[src/sv/lnof_pkg.sv]
package lnof_pkg;

	localparam int SCAN_BINS = 180;
	localparam int BIN_W     = $clog2(SCAN_BINS);

	localparam int RANGE_W   = 14;
	localparam int BINIDX_W  = 8;
	localparam int RUN_W     = 4;
	localparam int RLEN_W    = 5;
	localparam int ANGLE_W   = 9;
	localparam int CFG_IDX_W = 2;
	localparam int CFG_W     = 14;

	localparam logic [RLEN_W-1:0] RLEN_MAX = '1;

	// register indexes of the configuration port
	localparam logic [CFG_IDX_W-1:0] REG_JUMP_THRESHOLD   = 2'd0;
	localparam logic [CFG_IDX_W-1:0] REG_CONTINUITY_LIMIT = 2'd1;
	localparam logic [CFG_IDX_W-1:0] REG_MIN_RUN          = 2'd2;
	localparam logic [CFG_IDX_W-1:0] REG_MAX_RUN          = 2'd3;

	localparam logic [RANGE_W-1:0] JUMP_THRESHOLD_RST   = 14'd300;
	localparam logic [RANGE_W-1:0] CONTINUITY_LIMIT_RST = 14'd100;
	localparam logic [RUN_W-1:0]   MIN_RUN_RST          = 4'd2;
	localparam logic [RUN_W-1:0]   MAX_RUN_RST          = 4'd10;

	typedef struct packed {
		logic [RANGE_W-1:0]  range_mm;
		logic [BINIDX_W-1:0] bin_index;
		logic                scan_first;
		logic                scan_last;
	} sample_t;

	typedef struct packed {
		logic               found;
		logic [ANGLE_W-1:0] angle_deg;
	} result_t;

	typedef struct packed {
		logic [RANGE_W-1:0] jump_threshold;
		logic [RANGE_W-1:0] continuity_limit;
		logic [RUN_W-1:0]   min_run;
		logic [RUN_W-1:0]   max_run;
	} cfg_t;

	typedef struct packed {
		logic [RANGE_W-1:0]  prev_range;
		logic [BINIDX_W-1:0] prev_bin;
		logic                have_prev;
		logic                seeking_edge;
		logic [RLEN_W-1:0]   run_length;
		logic [RANGE_W-1:0]  run_start_range;
		logic                finished;
	} track_t;

	// bin index reduced modulo SCAN_BINS, one entry per 8-bit code
	typedef logic [(1 << BINIDX_W)-1:0][BIN_W-1:0] bin_lut_t;

	function automatic bin_lut_t build_bin_lut();
		bin_lut_t lut;
		for (int i = 0; i < (1 << BINIDX_W); i++) begin
			lut[i] = BIN_W'(i % SCAN_BINS);
		end
		return lut;
	endfunction

	localparam bin_lut_t BIN_MOD_LUT = build_bin_lut();

endpackage

[src/sv/lnof_pair_eval.sv]
module lnof_pair_eval (
	input  lnof_pkg::track_t  cur,
	input  lnof_pkg::cfg_t    cfg,
	input  lnof_pkg::sample_t smp,
	output lnof_pkg::track_t  nxt,
	output logic              res_valid,
	output lnof_pkg::result_t res
);

	lnof_pkg::track_t                st0;
	logic                            examine;
	logic                            over;
	logic                            seek1;
	logic [lnof_pkg::RLEN_W-1:0]     rl1;
	logic                            near_edge;
	logic                            far_edge;
	logic                            contig;
	logic [lnof_pkg::RANGE_W-1:0]    start_diff;
	logic                            hit;
	logic                            fin_after;
	logic [lnof_pkg::BIN_W-1:0]      bin_mod;
	logic [lnof_pkg::BIN_W:0]        centre_sum;
	logic [lnof_pkg::BIN_W-1:0]      centre;
	logic [lnof_pkg::ANGLE_W-1:0]    angle;

	// window start clears the search before the sample is used
	always_comb begin
		st0 = cur;
		if (smp.scan_first) begin
			st0.have_prev    = 1'b0;
			st0.finished     = 1'b0;
			st0.seeking_edge = 1'b1;
			st0.run_length   = lnof_pkg::RLEN_W'(1);
		end
	end

	assign examine = st0.have_prev && !st0.finished;
	assign over    = st0.run_length > {1'b0, cfg.max_run};
	assign seek1   = st0.seeking_edge || over;
	assign rl1     = over ? lnof_pkg::RLEN_W'(1) : st0.run_length;

	assign near_edge = (st0.prev_range > smp.range_mm) &&
		((st0.prev_range - smp.range_mm) > cfg.jump_threshold);
	assign far_edge  = (smp.range_mm > st0.prev_range) &&
		((smp.range_mm - st0.prev_range) > cfg.jump_threshold);
	assign start_diff = (st0.run_start_range > smp.range_mm) ?
		(st0.run_start_range - smp.range_mm) : (smp.range_mm - st0.run_start_range);
	assign contig = start_diff < cfg.continuity_limit;

	// centre bin: previous bin minus half the run, wrapped onto the scan
	assign bin_mod    = lnof_pkg::BIN_MOD_LUT[st0.prev_bin];
	assign centre_sum = {1'b0, bin_mod} + (lnof_pkg::BIN_W+1)'(lnof_pkg::SCAN_BINS)
		- (lnof_pkg::BIN_W+1)'(rl1[lnof_pkg::RLEN_W-1:1]);
	assign centre = (centre_sum >= (lnof_pkg::BIN_W+1)'(lnof_pkg::SCAN_BINS)) ?
		lnof_pkg::BIN_W'(centre_sum - (lnof_pkg::BIN_W+1)'(lnof_pkg::SCAN_BINS)) :
		centre_sum[lnof_pkg::BIN_W-1:0];
	assign angle = lnof_pkg::ANGLE_W'({centre, 1'b0});

	always_comb begin
		nxt = st0;
		hit = 1'b0;
		if (examine) begin
			nxt.run_length = rl1;
			if (seek1) begin
				nxt.seeking_edge = !near_edge;
				if (near_edge) begin
					nxt.run_start_range = smp.range_mm;
				end
			end else if (contig) begin
				if (rl1 != lnof_pkg::RLEN_MAX) begin
					nxt.run_length = rl1 + lnof_pkg::RLEN_W'(1);
				end
			end else if (far_edge) begin
				hit              = rl1 >= {1'b0, cfg.min_run};
				nxt.seeking_edge = 1'b1;
				nxt.run_length   = lnof_pkg::RLEN_W'(1);
			end else begin
				// continuity broken: restart and look at the same pair for a near edge
				nxt.seeking_edge = !near_edge;
				nxt.run_length   = lnof_pkg::RLEN_W'(1);
				if (near_edge) begin
					nxt.run_start_range = smp.range_mm;
				end
			end
		end

		fin_after    = st0.finished || hit;
		nxt.finished = fin_after;
		if (smp.scan_last) begin
			nxt.finished     = 1'b1;
			nxt.seeking_edge = 1'b1;
			nxt.run_length   = lnof_pkg::RLEN_W'(1);
		end

		nxt.prev_range = smp.range_mm;
		nxt.prev_bin   = smp.bin_index;
		nxt.have_prev  = 1'b1;

		res_valid     = hit || (smp.scan_last && !fin_after);
		res.found     = hit;
		res.angle_deg = hit ? angle : '0;
	end

endmodule

[src/sv/lidar_narrow_object_finder.sv]
// Narrow object finder for one lidar scan window.
//
// Sample channel: sample_valid / sample_stall carry one range sample per
// transaction (range, angle bin, first and last marks) in angle order.
// Result channel: result_valid / result_stall carry at most one transaction
// per window: found with the centre angle, or not-found on the last sample.
// Configuration: cfg_we writes cfg_data into the register cfg_index on the
// clock edge; write only while the block is idle.
//
// Path: a taken sample waits in the input register, where it is judged; its
// result, if any, then enters the output register.
// Throughput: one sample per cycle while the input register is not stalled;
// the pair check and the run counter are combinational between the two registers.
// When the receiver stalls, the held result stays put; one more sample is
// parked in the input register and is stalled only if it also has a result
// to deliver. Samples with no result keep flowing.
// Reset (arst_n low): state registers return to their defaults, the search waits
// for a near edge and both channels come up empty.
module lidar_narrow_object_finder (
	input  logic                           clk,
	input  logic                           arst_n,
	input  logic                           sample_valid,
	output logic                           sample_stall,
	input  lnof_pkg::sample_t              sample,
	output logic                           result_valid,
	input  logic                           result_stall,
	output lnof_pkg::result_t              result,
	input  logic                           cfg_we,
	input  logic [lnof_pkg::CFG_IDX_W-1:0] cfg_index,
	input  logic [lnof_pkg::CFG_W-1:0]     cfg_data
);

	lnof_pkg::cfg_t    cfg_q;
	lnof_pkg::track_t  track_q;
	lnof_pkg::track_t  track_nxt;
	lnof_pkg::sample_t sample_s1;
	logic              valid_s1;
	lnof_pkg::result_t result_q;
	logic              result_valid_q;
	logic              eval_res_valid;
	lnof_pkg::result_t eval_res;
	logic              out_free;
	logic              process;
	logic              take_in;

	// Configuration registers.
	always_ff @(posedge clk or negedge arst_n) begin
		if (!arst_n) begin
			cfg_q.jump_threshold   <= lnof_pkg::JUMP_THRESHOLD_RST;
			cfg_q.continuity_limit <= lnof_pkg::CONTINUITY_LIMIT_RST;
			cfg_q.min_run          <= lnof_pkg::MIN_RUN_RST;
			cfg_q.max_run          <= lnof_pkg::MAX_RUN_RST;
		end else if (cfg_we) begin
			unique case (cfg_index)
				lnof_pkg::REG_JUMP_THRESHOLD:   cfg_q.jump_threshold   <= cfg_data;
				lnof_pkg::REG_CONTINUITY_LIMIT: cfg_q.continuity_limit <= cfg_data;
				lnof_pkg::REG_MIN_RUN: cfg_q.min_run <= cfg_data[lnof_pkg::RUN_W-1:0];
				lnof_pkg::REG_MAX_RUN: cfg_q.max_run <= cfg_data[lnof_pkg::RUN_W-1:0];
			endcase
		end
	end

	// Pair check on the registered sample against the tracked state.
	lnof_pair_eval u_eval (
		.cur       (track_q),
		.cfg       (cfg_q),
		.smp       (sample_s1),
		.nxt       (track_nxt),
		.res_valid (eval_res_valid),
		.res       (eval_res)
	);

	// Advance the held sample unless it has a result and the output slot is blocked.
	assign out_free     = !result_valid_q || !result_stall;
	assign process      = valid_s1 && (!eval_res_valid || out_free);
	assign sample_stall = valid_s1 && !process;
	assign take_in      = sample_valid && !sample_stall;

	always_ff @(posedge clk or negedge arst_n) begin
		if (!arst_n) begin
			valid_s1 <= 1'b0;
		end else if (take_in) begin
			valid_s1 <= 1'b1;
		end else if (process) begin
			valid_s1 <= 1'b0;
		end
	end

	// Payload of the input register needs no reset.
	always_ff @(posedge clk) begin
		if (take_in) begin
			sample_s1 <= sample;
		end
	end

	// Tracked search state: default is seeking a near edge with a run of one.
	always_ff @(posedge clk or negedge arst_n) begin
		if (!arst_n) begin
			track_q.prev_range      <= '0;
			track_q.prev_bin        <= '0;
			track_q.have_prev       <= 1'b0;
			track_q.seeking_edge    <= 1'b1;
			track_q.run_length      <= lnof_pkg::RLEN_W'(1);
			track_q.run_start_range <= '0;
			track_q.finished        <= 1'b0;
		end else if (process) begin
			track_q <= track_nxt;
		end
	end

	// Output register: load a new result, drop the old one once taken.
	always_ff @(posedge clk or negedge arst_n) begin
		if (!arst_n) begin
			result_valid_q <= 1'b0;
		end else if (process && eval_res_valid) begin
			result_valid_q <= 1'b1;
		end else if (!result_stall) begin
			result_valid_q <= 1'b0;
		end
	end

	always_ff @(posedge clk) begin
		if (process && eval_res_valid) begin
			result_q <= eval_res;
		end
	end

	assign result_valid = result_valid_q;
	assign result       = result_q;

endmodule

[config.mk]
export PLATFORM = sky130hd
export DESIGN_NAME = lidar_narrow_object_finder
export DESIGN_NICKNAME = d
export VERILOG_FILES = /design/src/sv/lnof_pkg.sv /design/src/sv/lnof_pair_eval.sv /design/src/sv/lidar_narrow_object_finder.sv
export SDC_FILE = /design/constraint.sdc
export NUM_CORES = 1
export LEC_CHECK = 0
export ABC_CLOCK_PERIOD_IN_PS = 8250
export BUFFER_PORTS_ARGS = -buffer_cell sky130_fd_sc_hd__buf_2
export CORE_MARGIN = 2
export CORE_UTILIZATION = 50
export DETAILED_ROUTE_END_ITERATION = 7
export PLACE_DENSITY = 0.68
export SLEW_MARGIN = 10
export SYNTH_ARGS = -nofsm -noshare
export SYNTH_HDL_FRONTEND = slang
export SYNTH_SLANG_ARGS = --single-unit
[constraint.sdc]
create_clock -name clk -period 8.25 [get_ports clk]
set_clock_uncertainty 0.15 [all_clocks]
set_input_delay 2.475 -clock clk [delete_from_list [all_inputs] [get_ports clk]]
set_output_delay 2.475 -clock clk [all_outputs]
set_load 0.01 [all_outputs]
==> run metrics, run 1 <==
status=complete, no violations; Synth Area in Simple Gates=a little under an eighth; Critical path origin=sample_s1[11]; EDFF count, synth=33; Mapped Nets=1092; Max Used Layer=met4; Netlist cell types=75; largest net degree at the start of global routing=59; Final period util=between 90% and 100%; placed insts=1177; Power Dens Cells=approximately 310 nW/um^2; Crit path max-delay family=compound AO/OA/AOI/OAI gates; Seq/Total Area, Yosys=between 30% and 40%; Starting Density=51.3%; Final ANT Viol Nets=0; Sink Count=115; RePlAce Congestion=just over 0.9; leading area contributor after synthesis=dfrtp_1; multiplexer share of the synthesized area=under 10%; Worst-Margin Slew=roughly 850 ps; Max Cap Viol=0; Post-Synth Adder-Cell Area=18.1%; Setup crit start kind=flip-flop; initial antenna violation count=0; final wirelength=between 20 and 25 mm; met2 routed WL=between 9 and 10 mm; crit path max-delay cell type=fa_1; synth cell count leaders=121 x ha_1, 116 x inv_1, 70 x dfrtp_1; final worst path period need=slightly below 8000 ps; CTS H-tree depth=4; Synth Instances=just over 900; Layout Utilization=between 50% and 60%; DIE HEIGHT=around 140 um; DRC viols=0; Hold Crit Class=flip-flop to flip-flop; Clock Tree Buf Depth=2; die footprint=19000 sq um; Worst Path Max Fanout=7; DR iter-0 viols=between 500 and 600; ys async rst share=71.3%; clk slew on worst S/H paths=roughly 60 ps; Slew Limit Fails=0; Clock Tree Root=clkbuf_16; drt via density=5.61; critical path data arrival time=between 5000 and 6000 ps; Avg Cell Area, Syn=about 9.7 sq um; FMAX=roughly 0.13 GHz; number of port buffers=55; dominant synthesized flop cell=dfrtp_1; # rows=48; die width=138 um; total power=3.14 mW; # IOs=57; vias in the first global route=6562; Placeable Area=between 15000 and 20000 sq um; clock latency on the worst-skew pair=420 ps; synthesized cell area=~8900 sq um; Synth Area in Compound Gates=about 16%; cts hold-fix bufs=0; synth top area cells=dfrtp_1 20%, ha_1 17%, edfxtp_1 11%, inv_1 4.9%, mux2i_1 4.4%; met1 wire length=10.5 mm; proportion of netlist area held by the largest area contributor=around a fifth; R2R Setup Slk=~2300 ps; Detailed Routing Iterations Pass 1=5; max_slew headroom=~43%; HPWL Detailed=approximately 16 mm; n_diodes=0; P&R area growth vs syn=12.2%; Final Hold Fails=0; Final #Nets=~1100; Synth Register Bits=115; post-DR wirelength/cell=about 18 um; total vias in the final route=6825; routed wire length on met3=about 1.2 mm; crit path buf inv count=4; Setup crit end kind=output port; Finish-stage setup viols=0; share of layout cells above drive strength 1=17.1%; Remaining Overflow, GRT=0; CP Cell Sequence=inv_1 > fa_1 > and3_1 > o2111ai_1 > o211ai_1 > a41oi_4 > buf_4 > mux2_2 > a31oi_1 > o32ai_1 > xor2_1 > ha_1 > and3_1 > nand4_1 > a221oi_2 > nor2_1 > or2_2 > o21ai_2 > nand3_1 > inv_1 > buf_2; most frequent cell after synthesis=ha_1; Placement Setup Slack=446 ps; Cell Count, Final, Fillers Out=1216; delay of the slowest critical-path stage=480 ps; CP Data Required Time=approximately 5600 ps; synthesis warning total=0; post-route worst setup slack=366 ps; worst IR drop on VDD=just over 200 uV; CTS buffer count=17; xor/xnor share of the synthesized area=between 3 and 4%; CTS tree=built; origin of the critical flop-to-flop path=sample_s1[11]; first-pass GRT wire length=around 34 mm; Crit Path Category=flip-flop to output port; Lkg Pwr=4.88 nW; Total GRT Usage=between 20% and 30%; largest family of logic cells by synthesized area=adder cells; Total Neg Setup Slack=0 ps; Hold Crit Start=sample_s1[7]
## through the flow
step                hold slack, ps  area, sq um
floorplan                      299         8940
global placement               308         9380
detailed placement             315         9380
CTS                            324         9960
global route                   335        10000
finish                         318        10000
## layout make-up
class	instances	area (sq um)
fillers	1531	7390
multi-input cells	659	5300
flip-flops and latches	115	3060
clock buffers	24	503
inverters	116	435
repair buffers	69	383
well taps	225	282
clock inverters	8	72.6
## layout by cell type (no fill, tap or decap), drive strengths merged, types with 33 or more instances in the layout
master    n
ha      121
dfrtp    70
inv     118
nand2    50
nor2     44
mux2i    39
buf      69
o21ai    56
a21oi    54
edfxtp   33
mux2     36
## logic make-up (layout without fill, tap and decap cells)
logic type               count (synthesis)  after routing
AO/OA/AOI/OAI                          219            219
adder cells (fa/ha/maj)                126            126
flip-flops                             115            115
AND/OR/NAND/NOR                        197            197
XOR/XNOR                                40             40
multiplexers                            75             75
buffers and inverters                  147            217
other                                    2              2
## where the power goes
| group | internal, mW | total (mW) | switching, mW |
|---|---|---|---|
| Sequential | 0.689 | 0.747 | 0.0586 |
| Clock | 0.454 | 0.720 | 0.265 |
| Combinational | 0.721 | 1.67 | 0.948 |
## final timing paths
| kind | depth (start not counted) | endpoint |
|---|---|---|
| worst max-delay path | 21 | sample_stall |
| worst min-delay path | 1 | track_q[27] |
| worst max register to register | 19 | result[8] |
| worst min register to register | 1 | track_q[27] |
| max in group asynchronous | 2 | asynchronous set/reset pin |
| min in group asynchronous | 1 | track_q[31] |
## layer usage
layer,track usage [%],up-vias
met5,0,-
met1,34.2,3261
met3,5.52,25
met4,6.58,0
met2,35.8,175
li1,-,3364
## timing repair
item,4_1_cts,5_1_grt
buffers inserted,0,7
setup endpoints to repair,0,1
resized for setup,0,4
Note: power is estimated with default switching activity, not from simulation.
==> inputs of run 2 (changes only) <==
CAP_MARGIN = 20   (was default)
RECOVER_POWER = 25   (was default)
==> run metrics, run 2 (synthesis results as in run 1) <==
final instance area=10000 sq um (-0.16%); RePlAce Congestion=0.914 (unchanged); Clock Tree Buf Depth=2 (unchanged); Max Cap Viol=0 (unchanged); Switching Power=1.27 mW (about the same); Lkg Pwr=4.86 nW (-0.37%); # rows=48 (unchanged); die width=138 um (unchanged); total power=3.14 mW (about the same); drt via density=5.61 (about the same); Total GRT Usage=23.8% (unchanged); Clock Tree Root=clkbuf_16; total vias in the final route=6821 (-0.059%); clk slew on worst S/H paths=60 ps (about the same); final wirelength=21.3 mm (about the same); CP Data Required Time=5620 ps (about the same); number of port buffers=55 (unchanged); Detailed Routing Iterations Pass 1=5 (unchanged); # IOs=57 (unchanged); n_diodes=0 (unchanged); sequential power share=23.8% (about the same); Final Hold Fails=0 (unchanged); CTS H-tree depth=4 (unchanged); switching share of total power=40.6% (about the same); DRC viols=0 (unchanged); Layout Utilization=57.5% (-0.093 points); WHS Path Cells=1 (unchanged); Hold Crit Class=flip-flop to flip-flop; first-pass GRT wire length=34.4 mm (unchanged); DR iter-0 viols=515 (+0.59%); share of layout cells above drive strength 1=16.4% (-0.61 points); Placeable Area=17400 sq um (unchanged); DIE HEIGHT=138 um (unchanged); Setup crit end kind=output port; Finish-stage setup viols=0 (unchanged); Power Dens Cells=313 nW/um^2 (+0.14%); Slew Limit Fails=0 (unchanged); Sink Count=115 (unchanged); final worst path period need=7880 ps (-2.83 ps); Starting Density=51.3% (unchanged); clock share of power=23.0% (about the same); P&R area growth vs syn=12.0%; Final ANT Viol Nets=0 (unchanged); largest net degree at the start of global routing=59 (unchanged); Remaining Overflow, GRT=0 (unchanged); die footprint=19000 sq um (unchanged); Worst-Margin Slew=1450 ps (+597 ps); Placement Cell Area=9380 sq um (unchanged); most frequent cells in the layout=121 x ha_1, 116 x inv_1, 70 x dfrtp_1, 54 x a21oi_1, 52 x o21ai_0; Final #Nets=1149 (unchanged); Placement Setup Slack=446 ps (unchanged); CTS tree=built; HPWL Detailed=16.4 mm (unchanged); worst IR drop on VDD=209 uV (+0.69%); combinational group share of total power=53.2% (about the same); critical path data arrival time=5260 ps (about the same); Worst Path Max Fanout=7 (unchanged); vias in the first global route=6562 (unchanged); CTS buffer count=17 (unchanged); Crit Path Category=flip-flop to output port; status=complete, no violations; filler cell count=1536 (+0.33%); Setup crit start kind=flip-flop; Internal Power=1.86 mW (about the same); FMAX=0.127 GHz (about the same); initial antenna violation count=0 (unchanged); Final period util=95.5% (about the same); clock latency on the worst-skew pair=420 ps (about the same); placed insts=1177 (unchanged); post-route worst setup slack=369 ps (+2.83 ps); Cell Count, Final, Fillers Out=1216 (unchanged); max_slew headroom=3.58% (-40 points); FF-to-FF path depth=19 (unchanged); leading cell type in the layout, fill and taps excluded=ha_1; post-DR wirelength/cell=17.5 um (about the same)
==> run 2: cell count changes in the layout (fill, tap and decap cells not counted), sizes merged <==
cell    change
buf         -5
clkbuf      +5
==> run 2: critical path: stages (launching register included) <==
cell and delay [ps]:
edfxtp_1 460, inv_1 190, fa_1 480, and3_1 180, o2111ai_1 200, o211ai_1 200, a41oi_4 370, buf_4 180
mux2_2 320, a31oi_1 170, o32ai_1 110, xor2_1 190, ha_1 320, and3_1 190, nand4_1 110, a221oi_2 270
nor2_1 90, or2_2 310, o21ai_2 150, nand3_1 150, inv_1 80, buf_2 120
==> run 2: repair_timing <==
item / CTS / global route
setup buffers: 0 / 7
hold buffers: 0 / 0
gates resized for setup: 0 / 4
endpoints found under the hold margin: 0 / 0
endpoints found under the setup margin: 0 / 1
==> run 2: layout make-up <==
cell class | count | area, sq um | share of cell area, %
clock buffer | 24 | 503 | 5.02
clock inverter | 8 | 72.6 | 0.725
inverter | 116 | 435 | 4.35
multi-input combinational | 659 | 5290 | 52.8
sequential | 115 | 3060 | 30.5
tap | 225 | 282 | 2.81
timing repair buffer | 69 | 372 | 3.71
==> run 2: worst paths after layout <==
kind                          startpoint                    endpoint  slack, ps
min reg2reg                 sample_s1[7]                 track_q[27]        320
max in group asynchronous         arst_n  asynchronous set/reset pin       4240
max                        sample_s1[11]                sample_stall        370
min in group asynchronous         arst_n                 track_q[31]       2230
max reg2reg                sample_s1[11]                   flip-flop       2350
min                         sample_s1[7]                 track_q[27]        320
==> run 2: through the flow <==
step / TNS [ps] / hold slack (ps)
6_report: 0 / 318
5_1_grt: -42.2 / 335
3_5_place_dp: 0 / 315
4_1_cts: 0 / 324
3_3_place_gp: 0 / 308
2_1_floorplan: 0 / 299
==> run 2: layer usage <==
metal / track usage [%] / wire length (um) / vias to the layer above
li1: - / - / 3365
met5: 0 / 0 / -
met4: 6.58 / 324 / 0
met1: 34.2 / 10500 / 3256
met3: 5.52 / 1120 / 26
met2: 35.8 / 9370 / 174
==> run 2: power by group through the flow <==
| stage | combinational, mW | sequential, mW | clock (mW) |
|---|---|---|---|
| final | 1.67 | 0.747 | 0.720 |
| after global placement | 1.57 | 0.749 | 0 |
| after global routing | 1.86 | 0.760 | 0.759 |
| after detailed placement | 1.58 | 0.756 | 0 |
| after floorplan | 1.21 | 0.738 | 0 |
| after CTS | 1.60 | 0.747 | 0.731 |
